<file path="src/hw/rtl/gmps_pkg.sv">
// Package for the grid maximum path sum core.
// Holds the field widths, the result word type and the register index codes.
// Used by every module of the block.
`timescale 1ns / 1ps

package gmps_pkg;

   localparam int VALUE_W = 16;
   localparam int SUM_W   = 24;
   localparam int SIZE_W  = 8;
   localparam int ADDR_W  = 3;
   localparam int DATA_W  = 32;

   // Register indexes on the configuration port.
   localparam logic REG_MATRIX_SIZE = 1'b0;

   typedef logic signed [VALUE_W-1:0] value_type;
   typedef logic signed [SUM_W-1:0]   sum_type;

   // One result word as it leaves the core.
   typedef struct packed {
      sum_type cell_sum;
      logic    is_final;
   } result_type;

endpackage

</file>
<file path="src/hw/rtl/gmps_cell.sv">
// One cell of the row buffer chain of the grid maximum path sum core.
// Holds one accumulated sum and hands it to its lower neighbor on every shift.
// Depends on gmps_pkg.
`timescale 1ns / 1ps

module gmps_cell (
   input  logic             clock,
   input  logic             shift,
   input  logic             load_sel,
   input  gmps_pkg::sum_type new_sum,
   input  gmps_pkg::sum_type upper_sum,
   output gmps_pkg::sum_type cell_sum
);
   import gmps_pkg::*;

   sum_type sum_ff;
   sum_type sum_in;

   // The cell at the end of the active row takes the new sum; the others
   // take the value of the neighbor above them in the chain.
   always_comb begin
      sum_in = sum_ff;
      if (shift) begin
         sum_in = load_sel ? new_sum : upper_sum;
      end
   end

   always_ff @(posedge clock) begin
      sum_ff <= sum_in;
   end

   assign cell_sum = sum_ff;

endmodule

</file>
<file path="config.mk">
export PLATFORM = sky130hd
export DESIGN_NAME = gmps_cell
export DESIGN_NICKNAME = d
export VERILOG_FILES = /design/src/hw/rtl/gmps_pkg.sv /design/src/hw/rtl/gmps_cell.sv
export SDC_FILE = /design/constraint.sdc
export NUM_CORES = 1
export LEC_CHECK = 0
export ABC_AREA = 1
export BUFFER_PORTS_ARGS = -buffer_cell sky130_fd_sc_hd__buf_2
export CORE_UTILIZATION = 38
export CTS_BUF_LIST = sky130_fd_sc_hd__clkbuf_4
export CTS_CLUSTER_DIAMETER = 80
export CTS_CLUSTER_SIZE = 8
export DETAILED_ROUTE_END_ITERATION = 8
export GPL_ROUTABILITY_DRIVEN = 1
export PLACE_DENSITY_LB_ADDON = 0.2
export SYNTH_ARGS = -nofsm -noshare
export SYNTH_HDL_FRONTEND = slang
export SYNTH_SLANG_ARGS = --single-unit
export TNS_END_PERCENT = 20
</file>
<file path="constraint.sdc">
create_clock -name clock -period 0.8 [get_ports clock]
set_input_delay 0.08 -clock clock [delete_from_list [all_inputs] [get_ports clock]]
set_output_delay 0.08 -clock clock [all_outputs]
set_load 0.02 [all_outputs]
</file>
# After elaboration in Yosys (flattened, before gate mapping)
# Cells that the tools add are included.
dict set report totals {
  reg_bits 24
  out_inout_bits 24
  word_cells 2
}
dict set report op_classes {
  mux 1
}
# operator count
set op_table {}
lappend op_table {{$mux W24} 1}

# Depth between registers and ports, before layout
# Gate-level depths: netlist of the first run.
dict set report logic_depth {
  depth_word 1
  ltp_mapped 5
}

# Worst setup path before layout of the first run
# No wires, ideal clock.
dict set report synth_timing {
  path_type {input to register}
  startpoint {in load_sel}
  endpoint {reg sum_ff[10] (netlist: cell_sum[10]) (data pin)}
  arrival_time_ps 445
  setup_slack_ps 103
  cell_stages 5
  path_cell_list {buf_6 inv_8 buf_12 nand2_2 nand2_1}
}
dict set report synth_between {
  elab_chain_len 1
}
# element line_no
set synth_rtl {}
lappend synth_rtl {{from (decl)} gmps_cell.sv:9} ;# input logic load_sel,
lappend synth_rtl {{$mux W24} gmps_cell.sv:24} ;# sum_in = load_sel ? new_sum : upper_sum;
lappend synth_rtl {{to (signal assigned)} gmps_cell.sv:29} ;# sum_ff <= sum_in;
lappend synth_rtl {{to (decl)} gmps_cell.sv:16} ;# sum_type sum_ff;
# Every way passes these cells.
# A chain may end at the register's enable or synchronous reset.

# Final worst setup path of the first run
dict set report layout_timing {
  startpoint {reg sum_ff[21] (netlist: cell_sum[21])}
  endpoint {out cell_sum[21]}
}
# element line_no
set layout_rtl {}
lappend layout_rtl {{to (decl)} gmps_cell.sv:12} ;# output gmps_pkg::sum_type cell_sum
# No word-level cell between the ends.

==> results_dict.tcl, run 1 <==
set metrics [dict create \
    path_delay_family "flip-flops" \
    die_w_um 55.7 \
    synthCells 102 \
    rows 19 \
    final_core_util 0.564 \
    period_minus_slack_ns 0.946 \
    synthFlopType "edfxtp_1" \
    worst_pin_slew_ns 0.163 \
    setup_viol 24 \
    grt.total_usage 0.147 \
    startpoint_type "flip-flop" \
    rsz0062_at_grt "yes" \
    cts_root_buffer "clkbuf_4" \
    slew_headroom 0.891 \
    layout-drive-gt1-share 0.514 \
    avgViaCountPerCell 4.43 \
    synth.most_common_cell "nand2_1" \
    outcome "finished, violations left" \
    io_pins 75 \
    yosysWarningCount 0 \
    synth_cell_types 7 \
    area_growth_syn_to_layout_pct 40.9 \
    ir_worst_vdd_mv 1.38 \
    synth_top_area_frac 0.658 \
    crit_path_end_kind "output pin" \
    antenna_found_initial 0 \
    initial_core_util 0.400 \
    synth_xor_area_frac 0 \
    powerDensity_mw_per_mm2 1710 \
    critPathArrivalTime_ns 0.87 \
    htreeDepth 1 \
    dr.pass1.iters 4 \
    place_congestion 0.659 \
    vias 930 \
    grt_pass1_vias 861 \
    synth_compound_area_frac 0 \
    final_nets 231 \
    tritoncts "yes" \
    crit_path_top_delay_cell "edfxtp_1" \
    fillCellCount 260 \
    antennaDiodeCount 0 \
    fp.coreArea_sq_mm 0.00273 \
    ys_top_cells_by_count "nand2_1 (62), edfxtp_1 (24), nand2_2 (10), buf_6 (3)" \
    cp_num_buf_inv 1 \
    synth-edff-count 24 \
    cts_buffer_depth 2 \
    post-route-period-util 1.18 \
    drc 0 \
    synth-adder-area-share 0 \
    seq_area_frac_synth 0.658 \
    grt_max_degree 25 \
    ant_nets 0 \
    power_leakage_uw 0.000798 \
    cp_max_fo 1 \
    fmax_mhz 1060 \
    holdWs_ns 0.0312 \
    wl_per_cell_um 10.4 \
    synthMuxAreaShare 0 \
    drtIter0Drc 24 \
    synth_area_leaders "edfxtp_1 (66%), nand2_1 (21%), nand2_2 (5.7%)" \
    ys_ff_latch 24 \
    synth_top_family_by_area "simple AND/OR/NAND/NOR gates" \
    crit_chain "buf_2" \
    syn_nets 153 \
    design.die.area_sq_mm 0.00310 \
    drt-total-wl_um 2180 \
    io_buffers 74 \
    final.setup.tns_ns -3.03 \
    syn_area_sq_mm 0.00109 \
    maxCapViolCount 0 \
    grt_pass1_wl_um 3530 \
    path_class "reg -> out" \
    yosysTopAreaCell "edfxtp_1" \
    dp_hpwl_um 1700 \
    slowest_delay_ns 0.40 \
    hold_class "in -> reg" \
    failed_checks "negative setup slack" \
    clock-sinks 24 \
    largest_reg_flops 24 \
    hold_viol_final 0 \
    maxSlewViolCount 0 \
    avgSynthCellArea_sq_um 10.7 \
    clkTransAtPathRegs_ns 0.11 \
    grt.overflow.total 0 \
    yosys.area_share.simple 0.270 \
    die_h_um 55.7 \
    setup_slack_ns -0.146 \
    async_flop_share 0 \
    cts_buffers 3 \
    required_ns 0.72 \
]
==> cell families (layout without fill, tap and decap cells) <==
group / after synthesis / count (layout)
and+or+nand+nor: 72 / 72
DFF: 24 / 24
buffers and inverters: 6 / 83
==> layer usage <==
metal  part of all wire  wire (um)  global-route usage  vias up
met5                  0          0                   0        -
met2               0.51       1100               0.267       39
met1               0.40        879               0.168      410
li1                   -          -                   -      479
met4             0.0087         19              0.0214        0
met3              0.080        174              0.0535        2
==> stage by stage <==
| step | setup WS, ns | instance area, sq um | total power, uW | cells |
|---|---|---|---|---|
| floorplan | 0.103 | 1090 | 1880 | 102 |
| global placement | 0.0350 | 1500 | 2140 | 206 |
| detailed placement | 0.00923 | 1500 | 2160 | 206 |
| CTS | -0.167 | 1540 | 2680 | 210 |
| global route | -0.196 | 1540 | 2770 | 210 |
| finish | -0.146 | 1540 | 2640 | 210 |
==> worst paths after layout <==
path / start / to / slack [ns] / cells after the start
max: cell_sum[21] / cell_sum[21] / -0.15 / 1
min: upper_sum[12] / cell_sum[12] / 0.03 / 3
==> cell usage in the layout, fill, tap and decap left out, drive strengths merged <==
master | netlist | layout
buf | 4 | 78
clkbuf | 1 | 3
clkinv | 0 | 1
edfxtp | 24 | 24
inv | 1 | 1
nand2 | 72 | 72
==> power by group <==
group,internal [uW],leakage (uW),total [uW],switching [uW]
Clock,182,0.0000154,505,323
Combinational,250,0.000549,587,338
Sequential,1520,0.000234,1550,28.7
==> timing repair <==
item | CTS | global route
setup buffers | 0 | 0
hold buffers | 0 | 0
endpoints found under the setup margin | 24 | 24
resized for setup | 2 | 2
gates cloned | 0 | 0
hold endpoints to repair | 0 | 0
==> final cells by class <==
class,instances,area [sq um],share of cell area
inverters,1,11.3,0.00730
clock buffers,3,22.5,0.0146
well taps,31,38.8,0.0251
flip-flops and latches,24,721,0.467
clock inverters,1,3.75,0.00243
multi-input cells,72,295,0.191
repair buffers,78,450,0.292
Power figures use the tool's default switching activity.
==> run 2: changes to the inputs <==
Settings changed: CORE_ASPECT_RATIO set to 1.2, CTS_BUF_LIST sky130_fd_sc_hd__clkbuf_4 to sky130_fd_sc_hd__clkbuf_8.
==> run 2 against run 1 <==
- the run still ends with negative setup slack left
- non-clock buffer count unchanged
- cell count up 0.95%
- power up 7.2%
- maximum frequency up 6.1%
- utilization up 3.3 points
- critical path type unchanged
- sequential power about the same
- global-route usage up 0.55 points
- clock-buffer cell count unchanged
==> results_dict.tcl, run 2 (synthesis gave the netlist of run 1 again) <==
set metrics [dict create \
    path_class "reg -> out" \
    fillCellCount 245 \
    io_buffers 74 \
    slowest_delay_ns 0.40 \
    rsz0062_at_grt "yes" \
    wl_per_cell_um 10.2 \
    antenna_found_initial 0 \
    avgViaCountPerCell 4.41 \
    required_ns 0.72 \
    grt.overflow.total 0 \
    clock-sinks 24 \
    largest_reg_flops 24 \
    fmax_mhz 1120 \
    cts_hold_buf 0 \
    slew_headroom 0.889 \
    area_growth_syn_to_layout_pct 43.4 \
    layout_commonest_cell "buf_2" \
    design.die.area_sq_mm 0.00310 \
    period_minus_slack_ns 0.892 \
    cp_num_buf_inv 1 \
    dr.pass1.iters 2 \
    layout_common_cells "buf_2 (71), nand2_1 (62), edfxtp_1 (24), nand2_2 (10)" \
    drc 0 \
    crit_chain "buf_6" \
    hold_viol_final 0 \
    dp_hpwl_um 1660 \
    place_area_sq_mm 0.00151 \
    antennaDiodeCount 0 \
    ir_worst_vdd_mv 1.03 \
    die_h_um 60.8 \
    grt_pass1_wl_um 3440 \
    crit_path_top_delay_cell "edfxtp_1" \
    vias 934 \
    maxSlewViolCount 0 \
    regArea_sq_um 721 \
    initial_core_util 0.417 \
    htreeDepth 1 \
    grt_pass1_vias 853 \
    drtIter0Drc 31 \
    maxCapViolCount 0 \
    outcome "finished, violations left" \
    drt-total-wl_um 2170 \
    rows 20 \
    setup_slack_ns -0.0918 \
    clkTransAtPathRegs_ns 0.08 \
    ant_nets 0 \
    place_congestion 0.644 \
    grt.total_usage 0.152 \
    tritoncts "yes" \
    setup_viol 24 \
    finalInstanceArea_sq_mm 0.00157 \
    worst_pin_slew_ns 0.167 \
    io_pins 75 \
    grt_max_degree 25 \
    failed_checks "negative setup slack" \
    startpoint_type "flip-flop" \
    cts_buffers 3 \
    path_delay_family "flip-flops" \
    cts_buffer_depth 2 \
    post-route-period-util 1.11 \
    holdWs_ns 0.0788 \
    layout-drive-gt1-share 0.514 \
    die_w_um 51 \
    critPathArrivalTime_ns 0.81 \
    power_leakage_uw 0.000808 \
    hold_class "in -> reg" \
    fp.coreArea_sq_mm 0.00263 \
    crit_path_end_kind "output pin" \
    multi_input_area_sq_um 295 \
    powerDensity_mw_per_mm2 1800 \
    postCtsSetupRepairBufs 0 \
    cts_root_buffer "clkbuf_8" \
    final_nets 231 \
    cp_max_fo 1 \
]
[run 2: what timing repair did]
action                                  4_1_cts  5_1_grt
resized for setup                             2        4
endpoints found under the setup margin       24       24
gates cloned                                  0        0
[run 2: final timing paths]
check,end,depth (start not counted),start
max,cell_sum[11],1,cell_sum[11]
min,cell_sum[13],3,upper_sum[13]
[run 2: metal layers]
metal | routed length (um) | vias to the layer above | track usage
li1 | - | 480 | -
met1 | 869 | 410 | 0.172
met2 | 1100 | 42 | 0.276
met3 | 181 | 2 | 0.0301
met4 | 15 | 0 | 0.0714
met5 | 0 | - | 0
[run 2: power by group]
group / switching [uW] / total (uW) / internal (uW)
Clock: 348 / 690 / 342
Combinational: 336 / 591 / 255
Sequential: 29.4 / 1550 / 1520
[run 2: area by class of cell]
cell class	instances	area share
clock inverter	1	0.00239
tap	33	0.0263
sequential	24	0.459
inverter	1	0.00717
clock buffer	3	0.0263
timing repair buffer	78	0.291
multi-input combinational	72	0.188
[run 2: per-stage QoR]
step                      std cells  TNS [ns]  worst slack (ns)  utilization  power [uW]
final                           212     -1.58           -0.0918        0.598        2830
after global routing            212     -2.39            -0.129        0.598        2970
after CTS                       212     -1.85           -0.0993        0.593        2860
after detailed placement        208         0            0.0208        0.573        2160
after global placement          208         0            0.0437        0.573        2140
after floorplan                 102         0             0.103            -        1880
[run 2: tightest hold or removal path, stage by stage]
cell	delay, ns
buf_2	0.07
nand2_1	0.04
nand2_1	0.04
