--- src/hw/rtl/gmps_pkg.sv ---
// Package for the grid maximum path sum core.
// Holds the field widths, the result word type and the register index codes.
// Used by every module of the block.
`timescale 1ns / 1ps

package gmps_pkg;

   localparam int VALUE_W = 16;
   localparam int SUM_W   = 24;
   localparam int SIZE_W  = 8;
   localparam int ADDR_W  = 3;
   localparam int DATA_W  = 32;

   // Register indexes on the configuration port.
   localparam logic REG_MATRIX_SIZE = 1'b0;

   typedef logic signed [VALUE_W-1:0] value_type;
   typedef logic signed [SUM_W-1:0]   sum_type;

   // One result word as it leaves the core.
   typedef struct packed {
      sum_type cell_sum;
      logic    is_final;
   } result_type;

endpackage

--- src/hw/rtl/gmps_out_buf.sv ---
// Two-entry output buffer of the grid maximum path sum core.
// Lets the core take a new word while a finished result waits downstream.
// Depends on gmps_pkg.
`timescale 1ns / 1ps

module gmps_out_buf (
   input  logic                 clock,
   input  logic                 reset,
   input  logic                 push,
   input  gmps_pkg::result_type push_data,
   output logic                 has_room,
   output logic                 out_valid,
   input  logic                 out_ready,
   output gmps_pkg::result_type out_data
);
   import gmps_pkg::*;

   result_type slot_ff [2];
   logic       wr_ptr_ff;
   logic       wr_ptr_in;
   logic       rd_ptr_ff;
   logic       rd_ptr_in;
   logic [1:0] count_ff;
   logic [1:0] count_in;
   logic       pop;

   assign pop       = out_valid && out_ready;
   assign out_valid = (count_ff != 2'd0);
   assign has_room  = (count_ff != 2'd2);
   assign out_data  = slot_ff[rd_ptr_ff];

   // Pointer and fill count update.
   always_comb begin
      wr_ptr_in = push ? ~wr_ptr_ff : wr_ptr_ff;
      rd_ptr_in = pop ? ~rd_ptr_ff : rd_ptr_ff;
      count_in  = count_ff;
      if (push && !pop) begin
         count_in = count_ff + 2'd1;
      end else if (pop && !push) begin
         count_in = count_ff - 2'd1;
      end
   end

   always_ff @(posedge clock) begin
      if (reset) begin
         wr_ptr_ff <= 1'b0;
         rd_ptr_ff <= 1'b0;
         count_ff  <= 2'd0;
      end else begin
         wr_ptr_ff <= wr_ptr_in;
         rd_ptr_ff <= rd_ptr_in;
         count_ff  <= count_in;
      end
   end

   // Result storage needs no reset.
   always_ff @(posedge clock) begin
      if (push) begin
         slot_ff[wr_ptr_ff] <= push_data;
      end
   end

endmodule

--- config.mk ---
export PLATFORM = sky130hd
export DESIGN_NAME = gmps_out_buf
export DESIGN_NICKNAME = d
export VERILOG_FILES = /design/src/hw/rtl/gmps_pkg.sv /design/src/hw/rtl/gmps_out_buf.sv
export SDC_FILE = /design/constraint.sdc
export NUM_CORES = 1
export LEC_CHECK = 0
export BUFFER_PORTS_ARGS = -buffer_cell sky130_fd_sc_hd__buf_2
export CAP_MARGIN = 25
export CELL_PAD_IN_SITES_DETAIL_PLACEMENT = 1
export CELL_PAD_IN_SITES_GLOBAL_PLACEMENT = 1
export CORE_MARGIN = 3
export CORE_UTILIZATION = 38
export CTS_CLUSTER_DIAMETER = 80
export DETAILED_ROUTE_END_ITERATION = 8
export PLACE_DENSITY = 0.77
export SYNTH_ARGS = -nofsm -noshare
export SYNTH_HDL_FRONTEND = slang
export SYNTH_SLANG_ARGS = --single-unit
--- constraint.sdc ---
create_clock -name clock -period 2 [get_ports clock]
set_input_delay 0.2 -clock clock [delete_from_list [all_inputs] [get_ports clock]]
set_output_delay 0.2 -clock clock [all_outputs]
set_load 0.02 [all_outputs]
* Yosys cells after proc, flatten, opt, wreduce, memory -nomap -nowiden
Memories as Yosys holds them, arrays and structs flattened. A register that Yosys moved wholly into a read port is not among the register bits.
Index checks and enable logic that the tools add are counted.
** Storage, ports and cells
- Flip-flop bits (word level) :: 4
- Latch bits :: 0
- RAM bits :: 50
- Bits in read-only memories :: 0
- Input bits :: 29
- Output and inout bits :: 27
- Word-level logic and storage cells :: 22
- Memories :: 1
** Memories
- slot_ff :: words 2, width 25, rd ports 1, clocked after memory_dff 1, wr ports 1, line gmps_out_buf.sv:18 : result_type slot_ff [2];
** Operators by class
- $add $sub $neg :: 2
- Multiply operators :: 0
- Div/mod/pow operators :: 0
- Order comparisons :: 0
- Equality and inequality tests :: 1
- Shift-type cells :: 0
- Multiplexer cells :: 6
- Bitwise gates (word level) :: 2
- Reductions and logical operators :: 7
** Operators by type and width (number)
- 1-bit 2-to-1 mux :: 4
- 2-bit 2-to-1 mux :: 2
- 2-bit nonzero test :: 2
- 1-bit logical AND :: 3
- 2-bit by 1-bit adder with 2-bit output, second input constant :: 1
- 1-bit logical NOT :: 2
- 2-bit != test, second input constant :: 1
- 1-bit inverter :: 2
- 2-bit by 1-bit subtractor with 2-bit output, second input constant :: 1

* Depth between registers and ports, before layout
Gate-level depths: netlist of run 1.
- Depth after elaboration :: 5
- Depth in mapped cells :: 5
- Depth with buffers taken out :: 5

* Least setup slack after synthesis of run 1
Ideal clock, no wire load.
- Path kind :: reg-to-reg
- Start point :: register wr_ptr_ff
- End point :: memory slot_ff[0][0] (netlist bit), enable pin
- Library setup time :: 0.410 ns
- Data arrival time :: 1.460 ns
- Path slack :: 0.130 ns
- Stages on the path, launching flop included :: 2
- Period minus slack after synthesis :: 1.870 ns
- Cell sequence :: dfxtp_1 > nor2b_1
** RTL lines
- from (decl) :: line gmps_out_buf.sv:19 : logic wr_ptr_ff;
- from (signal assigned) :: line gmps_out_buf.sv:50 : wr_ptr_ff <= wr_ptr_in;
- to (decl) :: line gmps_out_buf.sv:18
Straight into the memory's write port.

* Worst setup path in the final report of run 1
- Start point :: register count_ff[0]
- End point :: register count_ff[1]
** On the way
- Word-level cells in the longest chain between the ends :: 5
- Elaborated cells between the ends (all ways) :: 10
- Classes of those cells :: add/sub: 2; mux: 2; reduce/logical: 6
** RTL lines
- from (decl) :: line gmps_out_buf.sv:23 : logic [1:0] count_ff;
- from (signal assigned) :: line gmps_out_buf.sv:52 : count_ff <= count_in;
- branches (longest 5 deep; another with 2-bit by 1-bit subtractor with 2-bit output)
Parallel ways; which one is timed is not known. The select of a mux whose other input is x is not followed.
A chain may end at the register's enable or synchronous reset.

==> flow_summary.json, run 1 <==
{
  "seqCellArea_sq_um": 1600,
  "r2r_cells": 4,
  "min_from": "push_data[5]",
  "ys_seq_area_share_pct": 79.6,
  "start_util_pct": 41.0,
  "ys_types": 16,
  "cts_resized": 0,
  "clock-root-buffer": "clkbuf_8",
  "cp-start-kind": "flop",
  "final_common_cell": "buf_2",
  "synth_top_area_share_pct": 74.6,
  "portBuffers": 55,
  "h-tree-depth": 2,
  "cts_tree": "yes",
  "synth_fp_nets": 130,
  "rrSetupSlack_ns": 0.33,
  "wl_per_cell_microns": 17.0,
  "cp.required_ns": 2.23,
  "hold_viol": 0,
  "layout.cells.non_filler": 233,
  "grt_overflow_total": 0,
  "final_nets": 195,
  "hpwl_microns": 3030,
  "end_kind": "flop",
  "remaining_drc_errors": 0,
  "clk_pin_slew_ns": 0.10,
  "drive_above_1_share_pct": 56.6,
  "syn_to_final_growth_pct": 23.4,
  "syn_inst": 100,
  "holdPathStages": 1,
  "yosysWarnings": 0,
  "timing.final.crit_period_ns": 1.67,
  "fmaxAchievable_mhz": 600,
  "tightest_slew_ns": 0.409,
  "synth_top_cell_by_area": "edfxtp_1",
  "diodes": 0,
  "synth_top_cells_by_area": "edfxtp_1 75%, mux2_2 14%, dfxtp_1 5.0%, xor2_1 1.3%, buf_4 0.75%",
  "setup_tns_ns": 0,
  "drv_cap": 0,
  "p_per_area_nw_per_um2": 1160,
  "power.leakage_uw": 0.000940,
  "die-area_sq_um": 6200,
  "dp.cells": 225,
  "vias": 1091,
  "die_h_microns": 78.8,
  "status": "finished clean",
  "ant_nets": 0,
  "cts_setup_buffers": 0,
  "avgSynthCellArea_sq_um": 20.1,
  "grt_pass1_vias": 1259,
  "grt_pass1_wl_microns": 6280,
  "cp.arrival_ns": 1.90,
  "grt_max_degree": 17,
  "ys_ff_latch": 55,
  "fp.dieW_microns": 78.8,
  "final_cell_mix": "55 x buf_2, 50 x edfxtp_1, 25 x mux2_2",
  "synth_area_sq_um": 2010,
  "relSlewSlack_pct": 72.5,
  "clkSinkCount": 55,
  "row_count": 25,
  "slew_viol_final": 0,
  "drtPass1Iterations": 3,
  "vias_per_cell": 4.68,
  "rsz0062_at_grt": "no",
  "hold_end": "slot_ff[1][5]$_DFFE_PP_",
  "ir_worst_vdd_v": 0.000456,
  "skew_ns": 0.0143,
  "core_region_area_sq_um": 4910,
  "ctsLongestPathBuffers": 2,
  "grt_usage_pct": 13.6,
  "clk-insertion-delay-late_ns": 0.31,
  "io_pins": 56,
  "fillers": 507,
  "crit_fanout": 5,
  "place.gp.congestion": 0.739,
  "path_class": "reg2reg",
  "r2r_end": "count_ff[1]$_SDFFE_PP0P_",
  "numCtsBuffers": 5,
  "drtIter0Drc": 46,
  "grt_antenna_before_repair": 0,
  "rr_startpoint": "count_ff[0]$_SDFFE_PP0P_",
  "cts_hold_buf": 0,
  "multiInputGateArea_sq_um": 393,
  "post-route-period-util_pct": 83.3,
  "totalWireLength_microns": 3950,
  "hp-class": "in2reg",
  "setup_violations": 0
}
## worst max path at each step
| stage | startpoint | endpoint | slack (ns) | depth (start not counted) |
|---|---|---|---|---|
| after floorplan | wr_ptr_ff$_SDFFE_PP0P_ | slot_ff[0][0]$_DFFE_PP_ | 0.13 | 1 |
| after global placement | count_ff[0]$_SDFFE_PP0P_ | count_ff[1]$_SDFFE_PP0P_ | 0.57 | 4 |
| after detailed placement | count_ff[0]$_SDFFE_PP0P_ | count_ff[1]$_SDFFE_PP0P_ | 0.32 | 4 |
| after CTS | count_ff[0]$_SDFFE_PP0P_ | count_ff[1]$_SDFFE_PP0P_ | 0.30 | 4 |
| after global routing | count_ff[0]$_SDFFE_PP0P_ | count_ff[1]$_SDFFE_PP0P_ | 0.20 | 4 |
| final | count_ff[0]$_SDFFE_PP0P_ | count_ff[1]$_SDFFE_PP0P_ | 0.33 | 4 |
## area by class of cell
cell class	instances	area share, %
clock buffers	6	2.92
flip-flops and latches	55	64.5
clock inverters	2	0.504
multi-input cells	42	15.8
well taps	67	3.38
repair buffers	61	12.9
## where the power goes
part | internal [uW] | switching [uW] | total (uW)
Combinational | 378 | 494 | 872
Sequential | 1360 | 54.4 | 1420
Clock | 246 | 337 | 583
## cell usage after synthesis, drive strengths merged
library cell,n
edfxtp,50
mux2,25
dfxtp,5
nor2,4
buf,3
xor2,3
o21ai,2
a21oi,1
and2,1
ha,1
nand2b,1
nor2b,1
or2,1
or3,1
xnor2,1
## critical path: stages, from the launching register on
cell and delay [ns]:
dfxtp_1 0.37, o21ai_0 0.37, ha_1 0.34, or3_1 0.36, a21oi_1 0.16
## per-stage QoR
step                      worst slack (ns)  utilization (%)  cell area (sq um)  total power [uW]  hold WS, ns
final                                0.333             50.6               2480              2870       0.0766
after global routing                 0.199             50.6               2480              3030       0.0639
after CTS                            0.296             50.6               2480              2920       0.0680
after detailed placement             0.316             48.8               2400              2340        0.394
after global placement               0.574             48.8               2400              2280        0.388
after floorplan                      0.130                -               2010              2040        0.269
## registers in the layout, indices dropped and copies added, names as in the netlist, named ones only
signal     flops
count_ff       2
rd_ptr_ff      1
slot_ff       50
wr_ptr_ff      1
## kinds of logic after synthesis
kind of cell	count (synthesis)	synth area share (%)
buffers and inverters	3	0.995
AND/OR/NAND/NOR	9	2.30
AO/OA/AOI/OAI	3	0.746
adder cells (fa/ha/maj)	1	0.622
XOR/XNOR	4	1.74
multiplexers	25	14.0
flip-flops	55	79.6
## routing by layer
metal	global-route usage [%]	wire length, microns
met5	0	0
met4	4.72	48
met3	4.20	238
met2	25.4	2190
met1	14.4	1480
Note: power is estimated with default switching activity, not from simulation.
==> inputs of run 2 (changes only) <==
==> constraint.sdc (replaced) <==
create_clock -name clock -period 1.4 [get_ports clock]
set_input_delay 0.14 -clock clock [delete_from_list [all_inputs] [get_ports clock]]
set_output_delay 0.14 -clock clock [all_outputs]
set_load 0.02 [all_outputs]
==> flow_summary.json, run 2 (synthesis results as in run 1) <==
{
  "status": "finished with violations",
  "violations": "setup timing",
  "worstPathCellList": "buf_12, mux2_2, buf_4",
  "reg_top3": "slot_ff x50, count_ff x2",
  "portBuffers": 55,
  "cp.required_ns": 1.26,
  "end_kind": "output port",
  "drtIter0Drc": 47,
  "place.gp.congestion": 0.663,
  "setup_violations": 22,
  "largest_reg_flops": 50,
  "clk_pin_slew_ns": 0.09,
  "totalWireLength_microns": 4110,
  "core_region_area_sq_um": 4910,
  "grt_overflow_total": 0,
  "vias": 1090,
  "slowest_delay_ns": 0.38,
  "hpwl_microns": 2930,
  "wl_per_cell_microns": 17.3,
  "relSlewSlack_pct": 87.7,
  "rr_startpoint": "count_ff[1]$_SDFFE_PP0P_",
  "fin_ws_ns": -0.0581,
  "clk-insertion-delay-late_ns": 0.30,
  "cts_setup_buffers": 0,
  "p_total_uw": 4460,
  "ant_nets": 0,
  "tightest_slew_ns": 0.184,
  "cp_top_family": "flip-flops",
  "grt_antenna_before_repair": 0,
  "cts_hold_buf": 0,
  "p_per_area_nw_per_um2": 1670,
  "min_from": "push_data[20]",
  "grt_usage_pct": 13.5,
  "vias_per_cell": 4.60,
  "path_class": "reg2out",
  "slowest_stage": "dfxtp_4",
  "clkSinkCount": 55,
  "fp.dieW_microns": 78.8,
  "power.leakage_uw": 0.00101,
  "drv_cap": 0,
  "skew_ns": 0.00692,
  "numCtsBuffers": 5,
  "remaining_drc_errors": 0,
  "rsz0062_at_grt": "yes",
  "clock-root-buffer": "clkbuf_8",
  "cp_num_buf_inv": 2,
  "drive_above_1_share_pct": 60.6,
  "r2r_end": "count_ff[1]$_SDFFE_PP0P_",
  "h-tree-depth": 2,
  "die-area_sq_um": 6200,
  "ir_worst_vdd_v": 0.000824,
  "row_count": 25,
  "r2r_cells": 4,
  "grt_pass1_wl_microns": 6180,
  "syn_to_final_growth_pct": 32.5,
  "post-route-period-util_pct": 104,
  "slew_viol_final": 0,
  "final_common_cell": "edfxtp_1",
  "finish.utilization_pct": 54.3,
  "drtPass1Iterations": 3,
  "holdPathStages": 1,
  "diodes": 0,
  "cp-start-kind": "flop",
  "ctsLongestPathBuffers": 2,
  "hold_viol": 0,
  "fmaxAchievable_mhz": 686,
  "grt_max_degree": 17,
  "timing.final.crit_period_ns": 1.46,
  "io_pins": 56,
  "hp-class": "in2reg",
  "cts_tree": "yes",
  "final_nets": 199,
  "cp.arrival_ns": 1.32,
  "regMostFlops": "slot_ff",
  "die_h_microns": 78.8,
  "preCtsSetupSlack_ns": -0.0198,
  "hold_end": "slot_ff[0][20]$_DFFE_PP_",
  "final_cell_mix": "50 x edfxtp_1, 36 x buf_2, 20 x mux2_2",
  "grt_pass1_vias": 1272,
  "rrSetupSlack_ns": 0.08,
  "crit_fanout": 12,
  "start_util_pct": 41.0
}
==> run 2: cell types whose count changed in the layout (fill, tap and decap cells not counted), moves of 2 or more <==
| cell | previous run | this run |
|---|---|---|
| buf_2 | 55 | 36 |
| buf_4 | 6 | 14 |
| buf_6 | 0 | 14 |
| dfxtp_1 | 5 | 3 |
| mux2_2 | 25 | 20 |
| mux2_4 | 0 | 5 |
==> run 2: stage by stage <==
step / setup TNS, ns / instances / hold WS [ns] / cell area [sq um]
after floorplan: -0.0920 / 100 / 0.209 / 2010
after global placement: 0 / 228 / 0.329 / 2420
after detailed placement: -0.0198 / 228 / 0.332 / 2420
after CTS: -1.78 / 237 / 0.00833 / 2570
after global routing: -2.35 / 237 / 0.00828 / 2670
final: -0.905 / 237 / 0.0213 / 2670
==> run 2: worst max path at each step <==
stage                             start                        to  slack (ns)  cells past startpoint
5_1_grt                            flop               out_data[2]       -0.12                      3
3_3_place_gp   count_ff[1]$_SDFFE_PP0P_  count_ff[1]$_SDFFE_PP0P_        0.06                      4
6_report                           flop               out_data[6]       -0.06                      3
3_5_place_dp   count_ff[1]$_SDFFE_PP0P_  count_ff[1]$_SDFFE_PP0P_       -0.02                      4
2_1_floorplan    wr_ptr_ff$_SDFFE_PP0P_   slot_ff[0][0]$_DFFE_PP_      -0.004                      1
4_1_cts                            flop               out_data[3]       -0.08                      3
==> run 2: area by class of cell <==
class	instances	area, sq um
clock buffers	6	72.6
clock inverters	2	12.5
fillers	477	2240
multi-input cells	42	428
flip-flops and latches	55	1610
well taps	67	83.8
repair buffers	65	463
==> run 2: power breakdown <==
| part | switching (uW) | internal [uW] | leakage, uW |
|---|---|---|---|
| clock network | 464 | 350 | 0.0000412 |
| registers | 73.6 | 1960 | 0.000512 |
| logic | 789 | 831 | 0.000462 |
==> run 2: routing by layer <==
metal	vias up	global-route usage (%)	wire, microns
met5	-	0	0
met4	0	5.24	49
met3	4	3.74	209
met2	34	26.9	2360
met1	533	12.9	1490
li1	519	-	-
==> run 2: timing repair <==
item                                    4_1_cts  5_1_grt
endpoints found under the hold margin         0        0
gates cloned                                  1        0
resized for setup                            20       28
endpoints found under the setup margin       26       26
